[src/f2i8q_pkg.sv]
// ----------------------------------------------------------------------------
// f2i8q_pkg: shared definitions for the fp32 to int8 quantizer
// Window widths of the fixed-point fused sum, saturation limits, the adder
// enable struct and the side struct that travels along the pipeline.
// ----------------------------------------------------------------------------
package f2i8q_pkg;

	// fixed-point window: position 0 is 2^-53 (sticky), position 181 is 2^128
	localparam int WIN_W  = 182;
	localparam int SUM_W  = 184;
	localparam int LO_W   = 92;
	localparam int HI_W   = SUM_W - LO_W;
	// product field: positions -48 to 229, bias field: positions -24 to 181
	localparam int PFLD_W = 278;
	localparam int BFLD_W = 206;

	localparam logic signed [7:0] Q_MAX = 8'sd127;
	localparam logic signed [7:0] Q_MIN = -8'sd128;

	typedef struct packed {
		logic               lo;
		logic               hi;
	} add_en_t;

	typedef struct packed {
		logic               special;
		logic signed [7:0]  special_q;
		logic               prod_neg;
	} side_t;

endpackage

[src/fp32_to_int8_quantizer.sv]
// ----------------------------------------------------------------------------
// fp32_to_int8_quantizer: fused sample*scale+bias, round, saturate to int8
// Registers s1 to s6 and out lie from request to result; one request per
// cycle while req_stall is low. A stage holds only while the next one is
// full and held, so bubbles close up; requests stall only when all are full.
// Reset clears the valid bits only; the datapath registers carry no reset.
// ----------------------------------------------------------------------------
module fp32_to_int8_quantizer (
	input  logic               clk,
	input  logic               arst_n,
	input  logic               req_valid,
	output logic               req_stall,
	input  logic [31:0]        sample_bits,
	input  logic [31:0]        scale_bits,
	input  logic [31:0]        offset_bits,
	output logic               res_valid,
	input  logic               res_stall,
	output logic signed [7:0]  quantized
);

	// Stage map:
	//   s1  decode, special cases, 24x24 mantissa product, alignment shifts
	//   s2  place product and bias in the fixed-point window, fold sticky bits
	//   s3  low half of the signed sum
	//   s4  high half of the signed sum
	//   s5  range check against 2^8 and magnitude of the low segment
	//   s6  round the magnitude to single precision (nearest even)
	//   out round to integer (ties away), saturate, apply special result

	logic v_s1, v_s2, v_s3, v_s4, v_s5, v_s6, v_q;
	logic en_1, en_2, en_3, en_4, en_5, en_6, en_o;

	// advance a stage whenever it is empty or the next one advances
	assign en_o = !v_q || !res_stall;
	assign en_6 = !v_s6 || en_o;
	assign en_5 = !v_s5 || en_6;
	assign en_4 = !v_s4 || en_5;
	assign en_3 = !v_s3 || en_4;
	assign en_2 = !v_s2 || en_3;
	assign en_1 = !v_s1 || en_2;
	assign req_stall = !en_1;

	always_ff @(posedge clk or negedge arst_n) begin
		if (!arst_n) begin
			v_s1 <= 1'b0;
			v_s2 <= 1'b0;
			v_s3 <= 1'b0;
			v_s4 <= 1'b0;
			v_s5 <= 1'b0;
			v_s6 <= 1'b0;
			v_q  <= 1'b0;
		end else begin
			if (en_1) v_s1 <= req_valid;
			if (en_2) v_s2 <= v_s1;
			if (en_3) v_s3 <= v_s2;
			if (en_4) v_s4 <= v_s3;
			if (en_5) v_s5 <= v_s4;
			if (en_6) v_s6 <= v_s5;
			if (en_o) v_q  <= v_s6;
		end
	end

	assign res_valid = v_q;

	// ------------------------------------------------------------------
	// s1: decode operands and sort out the special cases
	// ------------------------------------------------------------------
	logic [30:0] s_abs, k_abs, o_abs;
	logic        s_nan, k_nan, o_nan, s_inf, k_inf, o_inf;
	logic        sp, so;
	logic [7:0]  ee_s, ee_k, ee_o;
	logic [23:0] m_s, m_k, m_o;
	logic [8:0]  e_sum;
	logic [8:0]  sh_p_full;
	logic [7:0]  sh_p, sh_b;
	f2i8q_pkg::side_t side_in;

	assign s_abs = sample_bits[30:0];
	assign k_abs = scale_bits[30:0];
	assign o_abs = offset_bits[30:0];
	assign s_nan = s_abs > 31'h7F80_0000;
	assign k_nan = k_abs > 31'h7F80_0000;
	assign o_nan = o_abs > 31'h7F80_0000;
	assign s_inf = s_abs == 31'h7F80_0000;
	assign k_inf = k_abs == 31'h7F80_0000;
	assign o_inf = o_abs == 31'h7F80_0000;
	assign sp    = sample_bits[31] ^ scale_bits[31];
	assign so    = offset_bits[31];

	// subnormals take the exponent of the smallest normal and no hidden bit
	assign ee_s = (sample_bits[30:23] == 8'd0) ? 8'd1 : sample_bits[30:23];
	assign ee_k = (scale_bits[30:23]  == 8'd0) ? 8'd1 : scale_bits[30:23];
	assign ee_o = (offset_bits[30:23] == 8'd0) ? 8'd1 : offset_bits[30:23];
	assign m_s  = {sample_bits[30:23] != 8'd0, sample_bits[22:0]};
	assign m_k  = {scale_bits[30:23]  != 8'd0, scale_bits[22:0]};
	assign m_o  = {offset_bits[30:23] != 8'd0, offset_bits[22:0]};

	// product LSB sits at field index ee_s + ee_k - 199, clamped to the field
	assign e_sum     = {1'b0, ee_s} + {1'b0, ee_k};
	assign sh_p_full = (e_sum < 9'd199) ? 9'd0 : e_sum - 9'd199;
	assign sh_p      = (sh_p_full > 9'd230) ? 8'd230 : sh_p_full[7:0];
	// bias LSB sits at field index ee_o - 73
	assign sh_b      = (ee_o < 8'd73) ? 8'd0 : ee_o - 8'd73;

	always_comb begin
		side_in.prod_neg  = sp;
		side_in.special   = 1'b1;
		side_in.special_q = f2i8q_pkg::Q_MAX;
		priority if (s_nan || k_nan || o_nan) begin
			side_in.special_q = f2i8q_pkg::Q_MAX;
		end else if (s_inf || k_inf) begin
			// infinity times zero, or opposite infinities: invalid
			if (s_abs == 31'd0 || k_abs == 31'd0 || (o_inf && so != sp)) begin
				side_in.special_q = f2i8q_pkg::Q_MAX;
			end else begin
				side_in.special_q = sp ? f2i8q_pkg::Q_MIN : f2i8q_pkg::Q_MAX;
			end
		end else if (o_inf) begin
			side_in.special_q = so ? f2i8q_pkg::Q_MIN : f2i8q_pkg::Q_MAX;
		end else begin
			side_in.special = 1'b0;
		end
	end

	logic [47:0]        prod_s1;
	logic [23:0]        mo_s1;
	logic [7:0]         shp_s1, shb_s1;
	logic               eff_sub_s1;
	f2i8q_pkg::side_t   side_s1;

	always_ff @(posedge clk) begin
		if (en_1) begin
			prod_s1    <= m_s * m_k;
			mo_s1      <= m_o;
			shp_s1     <= sh_p;
			shb_s1     <= sh_b;
			eff_sub_s1 <= sp ^ so;
			side_s1    <= side_in;
		end
	end

	// ------------------------------------------------------------------
	// s2: align into the window; anything below 2^-52 folds into bit 0
	// ------------------------------------------------------------------
	logic [f2i8q_pkg::PFLD_W-1:0] pfld;
	logic [f2i8q_pkg::BFLD_W-1:0] bfld;
	logic [f2i8q_pkg::WIN_W-1:0]  pop, bop;
	logic                         p_big;

	assign pfld  = {{(f2i8q_pkg::PFLD_W-48){1'b0}}, prod_s1} << shp_s1;
	assign bfld  = {{(f2i8q_pkg::BFLD_W-24){1'b0}}, mo_s1} << shb_s1;
	assign pop   = {pfld[229:49], pfld[48] | (|pfld[47:0])};
	assign bop   = {bfld[205:25], bfld[24] | (|bfld[23:0])};
	// product at or beyond 2^129 dwarfs any bias: saturate by its sign
	assign p_big = |pfld[277:230];

	logic [f2i8q_pkg::WIN_W-1:0]  pop_s2, bop_s2;
	logic                         eff_sub_s2, p_big_s2;
	f2i8q_pkg::side_t             side_s2;

	always_ff @(posedge clk) begin
		if (en_2) begin
			pop_s2     <= pop;
			bop_s2     <= bop;
			eff_sub_s2 <= eff_sub_s1;
			p_big_s2   <= p_big;
			side_s2    <= side_s1;
		end
	end

	// ------------------------------------------------------------------
	// s3/s4: signed sum, product minus bias when the signs differ
	// ------------------------------------------------------------------
	logic [f2i8q_pkg::SUM_W-1:0]  add_a, add_b, sum_s4;
	f2i8q_pkg::add_en_t           add_en;

	assign add_a     = {2'b00, pop_s2};
	assign add_b     = eff_sub_s2 ? ~{2'b00, bop_s2} : {2'b00, bop_s2};
	assign add_en.lo = en_3;
	assign add_en.hi = en_4;

	f2i8q_wide_add u_add (
		.clk (clk),
		.en  (add_en),
		.a   (add_a),
		.b   (add_b),
		.cin (eff_sub_s2),
		.sum (sum_s4)
	);

	logic               p_big_s3, p_big_s4;
	f2i8q_pkg::side_t   side_s3, side_s4;

	always_ff @(posedge clk) begin
		if (en_3) begin
			p_big_s3 <= p_big_s2;
			side_s3  <= side_s2;
		end
		if (en_4) begin
			p_big_s4 <= p_big_s3;
			side_s4  <= side_s3;
		end
	end

	// ------------------------------------------------------------------
	// s5: anything of magnitude 2^8 or more saturates; otherwise take the
	// magnitude of the 61-bit segment from 2^7 down to the sticky bit
	// ------------------------------------------------------------------
	logic        d_neg, in_range, sum_neg;
	logic [60:0] low_seg, mag;

	assign d_neg    = sum_s4[f2i8q_pkg::SUM_W-1];
	assign low_seg  = sum_s4[60:0];
	assign in_range = (sum_s4[f2i8q_pkg::SUM_W-1:61] == {(f2i8q_pkg::SUM_W-61){d_neg}})
		&& !(d_neg && low_seg == 61'd0);
	assign mag      = d_neg ? (61'd0 - low_seg) : low_seg;
	assign sum_neg  = side_s4.prod_neg ^ d_neg;

	logic [60:0]        mag_s5;
	logic               sat_s5, neg_s5;
	f2i8q_pkg::side_t   side_s5;

	always_ff @(posedge clk) begin
		if (en_5) begin
			mag_s5  <= mag;
			sat_s5  <= p_big_s4 || !in_range;
			neg_s5  <= p_big_s4 ? side_s4.prod_neg : sum_neg;
			side_s5 <= side_s4;
		end
	end

	// ------------------------------------------------------------------
	// s6: single-precision rounding; below 2^-2 the result is zero anyway
	// ------------------------------------------------------------------
	logic [3:0]  lead_off;
	logic [5:0]  lsb_pos;
	logic [60:0] low_mask;
	logic        lead_nz, g_bit, s_bit, l_bit;
	logic [61:0] rnd;

	always_comb begin
		lead_off = 4'd0;
		for (int k = 0; k < 10; k++) begin
			if (mag_s5[51 + k]) lead_off = 4'(k);
		end
	end

	assign lead_nz  = |mag_s5[60:51];
	assign lsb_pos  = 6'd28 + {2'b00, lead_off};
	assign low_mask = (61'd1 << lsb_pos) - 61'd1;
	assign l_bit    = mag_s5[lsb_pos];
	assign g_bit    = mag_s5[lsb_pos - 6'd1];
	assign s_bit    = |(mag_s5 & (low_mask >> 1));
	assign rnd      = !lead_nz ? 62'd0 :
		({1'b0, mag_s5 & ~low_mask} + ((g_bit && (s_bit || l_bit)) ? (62'd1 << lsb_pos) : 62'd0));

	logic [61:0]        rnd_s6;
	logic               sat_s6, neg_s6;
	f2i8q_pkg::side_t   side_s6;

	always_ff @(posedge clk) begin
		if (en_6) begin
			rnd_s6  <= rnd;
			sat_s6  <= sat_s5;
			neg_s6  <= neg_s5;
			side_s6 <= side_s5;
		end
	end

	// ------------------------------------------------------------------
	// out: integer rounding with ties away from zero, then saturate
	// ------------------------------------------------------------------
	logic [9:0]        ival;
	logic signed [7:0] q_next;

	assign ival = {1'b0, rnd_s6[61:53]} + {9'd0, rnd_s6[52]};

	always_comb begin
		priority if (side_s6.special) begin
			q_next = side_s6.special_q;
		end else if (sat_s6) begin
			q_next = neg_s6 ? f2i8q_pkg::Q_MIN : f2i8q_pkg::Q_MAX;
		end else if (neg_s6) begin
			q_next = (ival > 10'd128) ? f2i8q_pkg::Q_MIN : 8'(10'd0 - ival);
		end else begin
			q_next = (ival > 10'd127) ? f2i8q_pkg::Q_MAX : ival[7:0];
		end
	end

	logic signed [7:0] quantized_q;

	always_ff @(posedge clk) begin
		if (en_o) begin
			quantized_q <= q_next;
		end
	end

	assign quantized = quantized_q;

endmodule

[src/f2i8q_wide_add.sv]
// ----------------------------------------------------------------------------
// f2i8q_wide_add: two-stage split adder
// Adds the low half in the first stage, the high half with the carry in the
// second.
// ----------------------------------------------------------------------------
module f2i8q_wide_add (
	input  logic                          clk,
	input  f2i8q_pkg::add_en_t            en,
	input  logic [f2i8q_pkg::SUM_W-1:0]   a,
	input  logic [f2i8q_pkg::SUM_W-1:0]   b,
	input  logic                          cin,
	output logic [f2i8q_pkg::SUM_W-1:0]   sum
);

	logic [f2i8q_pkg::LO_W:0]     lo_full;
	logic [f2i8q_pkg::LO_W-1:0]   lo_s3;
	logic                         c_s3;
	logic [f2i8q_pkg::HI_W-1:0]   ahi_s3;
	logic [f2i8q_pkg::HI_W-1:0]   bhi_s3;
	logic [f2i8q_pkg::SUM_W-1:0]  sum_s4;

	assign lo_full = {1'b0, a[f2i8q_pkg::LO_W-1:0]} + {1'b0, b[f2i8q_pkg::LO_W-1:0]}
		+ {{f2i8q_pkg::LO_W{1'b0}}, cin};

	always_ff @(posedge clk) begin
		if (en.lo) begin
			lo_s3  <= lo_full[f2i8q_pkg::LO_W-1:0];
			c_s3   <= lo_full[f2i8q_pkg::LO_W];
			ahi_s3 <= a[f2i8q_pkg::SUM_W-1:f2i8q_pkg::LO_W];
			bhi_s3 <= b[f2i8q_pkg::SUM_W-1:f2i8q_pkg::LO_W];
		end
		if (en.hi) begin
			sum_s4 <= {ahi_s3 + bhi_s3 + {{(f2i8q_pkg::HI_W-1){1'b0}}, c_s3}, lo_s3};
		end
	end

	assign sum = sum_s4;

endmodule

[config.mk]
export PLATFORM = sky130hd
export DESIGN_NAME = fp32_to_int8_quantizer
export DESIGN_NICKNAME = d
export VERILOG_FILES = /design/src/f2i8q_pkg.sv /design/src/fp32_to_int8_quantizer.sv /design/src/f2i8q_wide_add.sv
export SDC_FILE = /design/constraint.sdc
export NUM_CORES = 2
export LEC_CHECK = 0
export BUFFER_PORTS_ARGS = -buffer_cell sky130_fd_sc_hd__buf_4
export CORE_AREA = 4 4 366 368
export CTS_BUF_LIST = sky130_fd_sc_hd__clkbuf_4 sky130_fd_sc_hd__clkbuf_8
export DETAILED_ROUTE_END_ITERATION = 8
export DIE_AREA = 0 0 370 372
export PLACE_DENSITY_LB_ADDON = 0.08
export SLEW_MARGIN = 10
export SYNTH_ARGS = -nofsm -noshare
export SYNTH_HDL_FRONTEND = slang
export SYNTH_SLANG_ARGS = --single-unit
export TNS_END_PERCENT = 5
[constraint.sdc]
create_clock -name clk -period 11.7 [get_ports clk]
set_clock_uncertainty 0.1 [all_clocks]
set_input_delay 0 -clock clk [delete_from_list [all_inputs] [get_ports clk]]
set_output_delay 0 -clock clk [all_outputs]
set_load 0.02 [all_outputs]
Word level (Yosys, flattened, before mapping)
Index checks and enable logic that the tools add are counted.
Storage, ports and cells
  input port bits: 100
  memory bits (writable): 0
  output and inout bits: 10
  latch bits: 0
  flip-flop bits (word level): 1116
  logic and storage cells: 167
  memory bits (read-only): 0
  memories: 0
Cells by class
  reductions and logical operators: 44
  order comparisons: 10
  divide/modulo/power cells: 0
  multiply operators: 1
  mux-type cells: 33
  add/sub/neg operators: 14
  shift operators: 4
  bitwise operators: 9
  equality and inequality tests: 5
Operator list (count)
  48-bit by 8-bit << shifter with 278-bit output: 1
  24-bit by 8-bit << shifter with 206-bit output: 1
  182-bit inverter with 184-bit output: 1
  182-bit two-way mux: 1
  122-bit == test: 1
  8-bit two-way mux: 14
  48-bit OR reduction: 2
  92-bit by 92-bit adder with 93-bit output: 1
  93-bit by 1-bit adder with 93-bit output: 1
  31-bit == test (second input constant): 3
  31-bit > comparator (second input constant): 3
  90-bit by 92-bit adder with 92-bit output: 1
  92-bit by 1-bit adder with 92-bit output: 1
  61-bit by 62-bit adder with 62-bit output: 1
  31-bit logical NOT: 2
  62-bit two-way mux: 1
  1-bit by 6-bit << shifter with 62-bit output (first input constant): 1
  61-bit by 60-bit bitwise AND with 61-bit output: 1
  61-bit bitwise AND: 1
  61-bit logical NOT: 1
  61-bit two-way mux: 1
  61-bit inverter: 1
  61-bit OR reduction: 1
  1-bit by 6-bit << shifter with 61-bit output (first input constant): 1
  31 further kinds: 77

Logic depth before layout (Yosys ltp)
  depth in word-level cells: 18
  mapped depth: 35
  depth with buffers taken out: 30

Cells and area by module
A second synthesis with hierarchy kept.
Second synthesis, totals
  cell total of the unflattened synthesis: 7776
  area, all modules: 79254.8 µm²
Modules (own cells, without submodules)
  fp32_to_int8_quantizer: sequential area each 17051.4 µm², area each 54070.6 µm², cells each 5590, times used 1
  f2i8q_wide_add: sequential area each 13843.3 µm², area each 25184.2 µm², cells each 2186, times used 1

Worst setup path before layout
OpenSTA, ideal clock, no wires.
  kind: register -> register
  from: register v_q (netlist: res_valid)
  to: register bop_s2[0] (netlist name) (enable)
  stages on the path, launching flop included: 4
  clock period less this slack: 12.796 ns
  data arrival time: 9.053 ns
  slack: -1.096 ns
  data required time: 7.957 ns
  library setup time: 3.643 ns
  path buffers: 0
  path through: dfrtp_1 -> and3_1 -> and3_1 -> nand3_1
Between the ends
  cells in the longest elaborated chain, start to end: 7
RTL lines
  from (decl): line fp32_to_int8_quantizer.sv:30  | logic v_s1, v_s2, v_s3, v_s4, v_s5, v_s6, v_q;
  from (signal assigned): line fp32_to_int8_quantizer.sv:59  | if (en_o) v_q <= v_s6;
  1-bit logical NOT: line fp32_to_int8_quantizer.sv:34  | assign en_o = !v_q || !res_stall;
  1-bit logical OR: line fp32_to_int8_quantizer.sv:34
  1-bit logical OR: line fp32_to_int8_quantizer.sv:35  | assign en_6 = !v_s6 || en_o;
  1-bit logical OR: line fp32_to_int8_quantizer.sv:36  | assign en_5 = !v_s5 || en_6;
  1-bit logical OR: line fp32_to_int8_quantizer.sv:37  | assign en_4 = !v_s4 || en_5;
  1-bit logical OR: line fp32_to_int8_quantizer.sv:38  | assign en_3 = !v_s3 || en_4;
  1-bit logical OR: line fp32_to_int8_quantizer.sv:39  | assign en_2 = !v_s2 || en_3;
  named net en_2: line fp32_to_int8_quantizer.sv:31  | logic en_1, en_2, en_3, en_4, en_5, en_6, en_o;
  to (signal assigned): line fp32_to_int8_quantizer.sv:164  | bop_s2 <= bop;
  to (decl): line fp32_to_int8_quantizer.sv:157  | logic [f2i8q_pkg::WIN_W-1:0] pop_s2, bop_s2;
The timed path passes the listed nets, and every way through them passes these cells.
A chain may end at the register's enable or synchronous reset.

Worst setup path after layout
  from: register mag_s5[60]
  to: register rnd_s6[61], data pin
Between the ends
  cells in the longest elaborated chain, start to end: 10
  elaborated cells on any way between the ends: 19
  those cells by class: 4 x add/sub; 2 x shift; 6 x mux; 3 x bitwise; 4 x reduce/logical
RTL lines
  from (decl): line fp32_to_int8_quantizer.sv:219  | logic [60:0] mag_s5;
  from (signal assigned): line fp32_to_int8_quantizer.sv:225  | mag_s5 <= mag;
  4-bit two-way mux: line fp32_to_int8_quantizer.sv:244  | if (mag_s5[51 + k]) lead_off = 4'(k);
  5-bit by 4-bit adder with 6-bit output: line fp32_to_int8_quantizer.sv:249  | assign lsb_pos = 6'd28 + {2'b00, lead_off};
  1-bit by 6-bit << shifter with 61-bit output: line fp32_to_int8_quantizer.sv:250  | assign low_mask = (61'd1 << lsb_pos) - 61'd1;
  61-bit by 1-bit subtractor with 61-bit output: line fp32_to_int8_quantizer.sv:250
  61-bit by 60-bit bitwise AND with 61-bit output: line fp32_to_int8_quantizer.sv:253  | assign s_bit = |(mag_s5 & (low_mask >> 1));
  61-bit OR reduction: line fp32_to_int8_quantizer.sv:253
  1-bit logical OR: line fp32_to_int8_quantizer.sv:255  | ({1'b0, mag_s5 & ~low_mask} + ((g_bit && (s_bit || l_bit)) ? (62'd1 << lsb_pos) : 62'd0));
  1-bit logical AND: line fp32_to_int8_quantizer.sv:255
  62-bit two-way mux: line fp32_to_int8_quantizer.sv:255
  61-bit by 62-bit adder with 62-bit output: line fp32_to_int8_quantizer.sv:255
  to (signal assigned): line fp32_to_int8_quantizer.sv:263  | rnd_s6 <= rnd;
  to (decl): line fp32_to_int8_quantizer.sv:257  | logic [61:0] rnd_s6;
Several ways; a longest one is shown, not always the timed one. The select of a mux whose other input is x is not followed.

==> flow_summary.ini <==
[synth]
synth_top_cell_by_area = edfxtp_1
synth_top_area_share_pct = 39.3
synthArstFlopShare_pct = 0.682
ys_warn_count = 0
netlist_instances = 7543
syn_area_um2 = 78000
synth_area_per_cell_um2 = 10.3
ys_seq_elements = 1027
ys_seq_area_share_pct = 39.5
yosys-top-cells-area = edfxtp_1 (39%), fa_1 (12%), ha_1 (7.1%)
yosys.cell_types.count = 102
synth_edf_count = 1020
synthFlopType = edfxtp_1

[place]
port_buffers = 109
place_congestion = 1.08
hpwl_um = 187000
pre_cts_ws_ns = 1.74

[floorplan]
rows = 133
die_w_um = 370
fp.dieH_um = 372
core_um2 = 131000
io_pins = 110
start_util_pct = 59.6
die-area_um2 = 138000

[setup_path]
max_stage_delay_ns = 0.83
start_kind = flop
worst-endpoint-arrival_ns = 10.84
critical_path.endpoint_type = flop
reg2reg_setup_slack_ns = 1.40
crit_slowest_cell = a2111oi_0
crit_type = flop to flop
crit_fanout = 33
required_ns = 12.25

[cts]
clock_latency_ns = 0.95
root_buffer = clkbuf_8
cts_sinks = 1027
h-tree-depth = 4
clock_path_buffers = 3
numCtsBuffers = 170
cts.clk_slew.worst_paths_ns = 0.07
cts_tree = built

[global_route]
grt_usage_pct = 35.6
grt_pass1_wl_um = 365000
overflow = 0
antenna_found_initial = 18
grt_pass1_vias = 58900
grt_max_degree = 186

[routing]
avgRoutedWirePerCell_um = 25.7
post-route-drc-count = 0
routed_wl_um = 246000
drtPass1Iterations = 6
via_per_inst = 6.27
ant_nets = 0
drtIter0Drc = 6734
vias = 60100

[sta]
period_share_pct = 88.0
maxSlewViolCount = 0
setup_violations = 0
fin_tns_setup_ns = 0
rsz0062_at_grt = no
finalHoldViolCount = 0
worstMarginPinSlew_ns = 1.33
maxSlewHeadroom_pct = 11.7
timing.hold.ws_ns = 0.115
setup_slack_ns = 1.40
timing.fmax_ghz = 0.0971
min_period_ns = 10.30

[finish]
layout_commonest_cell = edfxtp_1
areaGrowthSynthToFinish_pct = 9.38
layout_common_cells = edfxtp_1 (1,020), nand2_1 (873), inv_1 (610)
postLayoutCoreUtil_pct = 65.2
fin_nets = 8705
drive_gt1_share_pct = 8.13

[run_status]
status = finished clean

[min_path]
min-delay-path-class = input pin to async pin

[run]
cap_viol_max_count = 0
## flip-flops by register name, summed over array words and instances (netlist names), 4 cells and up
signal / count
u_add.sum: 184
bop_s2: 182
pop_s2: 182
u_add.lo_s3: 92
u_add.bhi_s3: 91
u_add.ahi_s3: 90
mag_s5: 61
prod_s1: 48
mo_s1: 24
rnd_s6: 10
quantized: 8
shb_s1: 8
shp_s1: 8
side_s1: 4
side_s2: 4
side_s3: 4
side_s4: 4
## worst max-delay path: cells and delay by family, from the launching register on
kind | cells | cell delay, ns
buf+inv | 4 | 0.94
compound gates | 13 | 4.00
flops | 1 | 0.32
fa+ha+maj | 3 | 1.54
simple gates | 11 | 3.11
## synthesized netlist by cell type (33+ instances only)
library cell / n
a21o_1: 169
a21oi_1: 388
a31oi_1: 58
and2_1: 265
and3_1: 39
buf_1: 41
clkbuf_1: 334
edfxtp_1: 1020
fa_1: 486
ha_1: 440
inv_1: 611
mux2_2: 49
mux2i_1: 101
mux4_2: 68
nand2_1: 875
nand2b_1: 70
nand3_1: 119
nand4_1: 125
nor2_1: 553
nor2b_1: 99
nor3_1: 132
nor4_1: 73
o21a_1: 33
o21ai_0: 265
o21bai_1: 57
o22ai_1: 109
o31ai_1: 47
xnor2_1: 208
xor2_1: 286
## timing repair
item                                   4_1_cts  5_1_grt
resized for setup                            0        0
endpoints found under the hold margin       67        0
hold buffers                               142        0
buffers inserted                             0        0
## worst paths after layout
kind / cells past startpoint / from / endpoint
max reg2reg: 31 / mag_s5[60] / rnd_s6[61]
min reg2reg: 0 / pop_s2[119] / u_add.ahi_s3[27]
max: 31 / mag_s5[60] / rnd_s6[61]
min: 3 / arst_n / res_valid
max in group asynchronous: 3 / arst_n / v_s1
min in group clk: 3 / scale_bits[0] / prod_s1[0]
## routing by layer
| metal | vias to the layer above | track usage [%] | share of wire, % |
|---|---|---|---|
| met4 | 10 | 15.7 | 5.1 |
| met1 | 29800 | 47.4 | 40 |
| met3 | 621 | 8.70 | 10 |
| met5 | - | 0 | 0.027 |
| li1 | 26800 | - | - |
| met2 | 2973 | 55.6 | 45 |
## cells by family after synthesis
| logic type | synth area share [%] |
|---|---|
| simple gates | 15.0 |
| compound gates | 11.5 |
| flops | 39.5 |
| buf+inv | 4.98 |
| fa+ha+maj | 19.5 |
| xor+xnor | 5.55 |
| mux | 3.97 |
| other cells | 0.00963 |
## through the flow
stage	instances	area [um^2]
after floorplan	7581	78100
after global placement	9120	80200
after detailed placement	9120	80200
after CTS	9574	85300
after global routing	9582	85300
final	9586	85300
## final cells by class
type	count	area, um^2
Clock buffer	221	2750
Sequential cell	1027	30800
Tap cell	1755	2200
Fill cell	10300	45500
Inverter	620	2330
Multi-Input combinational cell	5539	43500
Timing Repair Buffer	321	2800
Antenna cell	12	30.0
Clock inverter	91	873
Power is not shown: default switching activity piles up to over one toggle a cycle in this logic, so the estimate is an artifact.
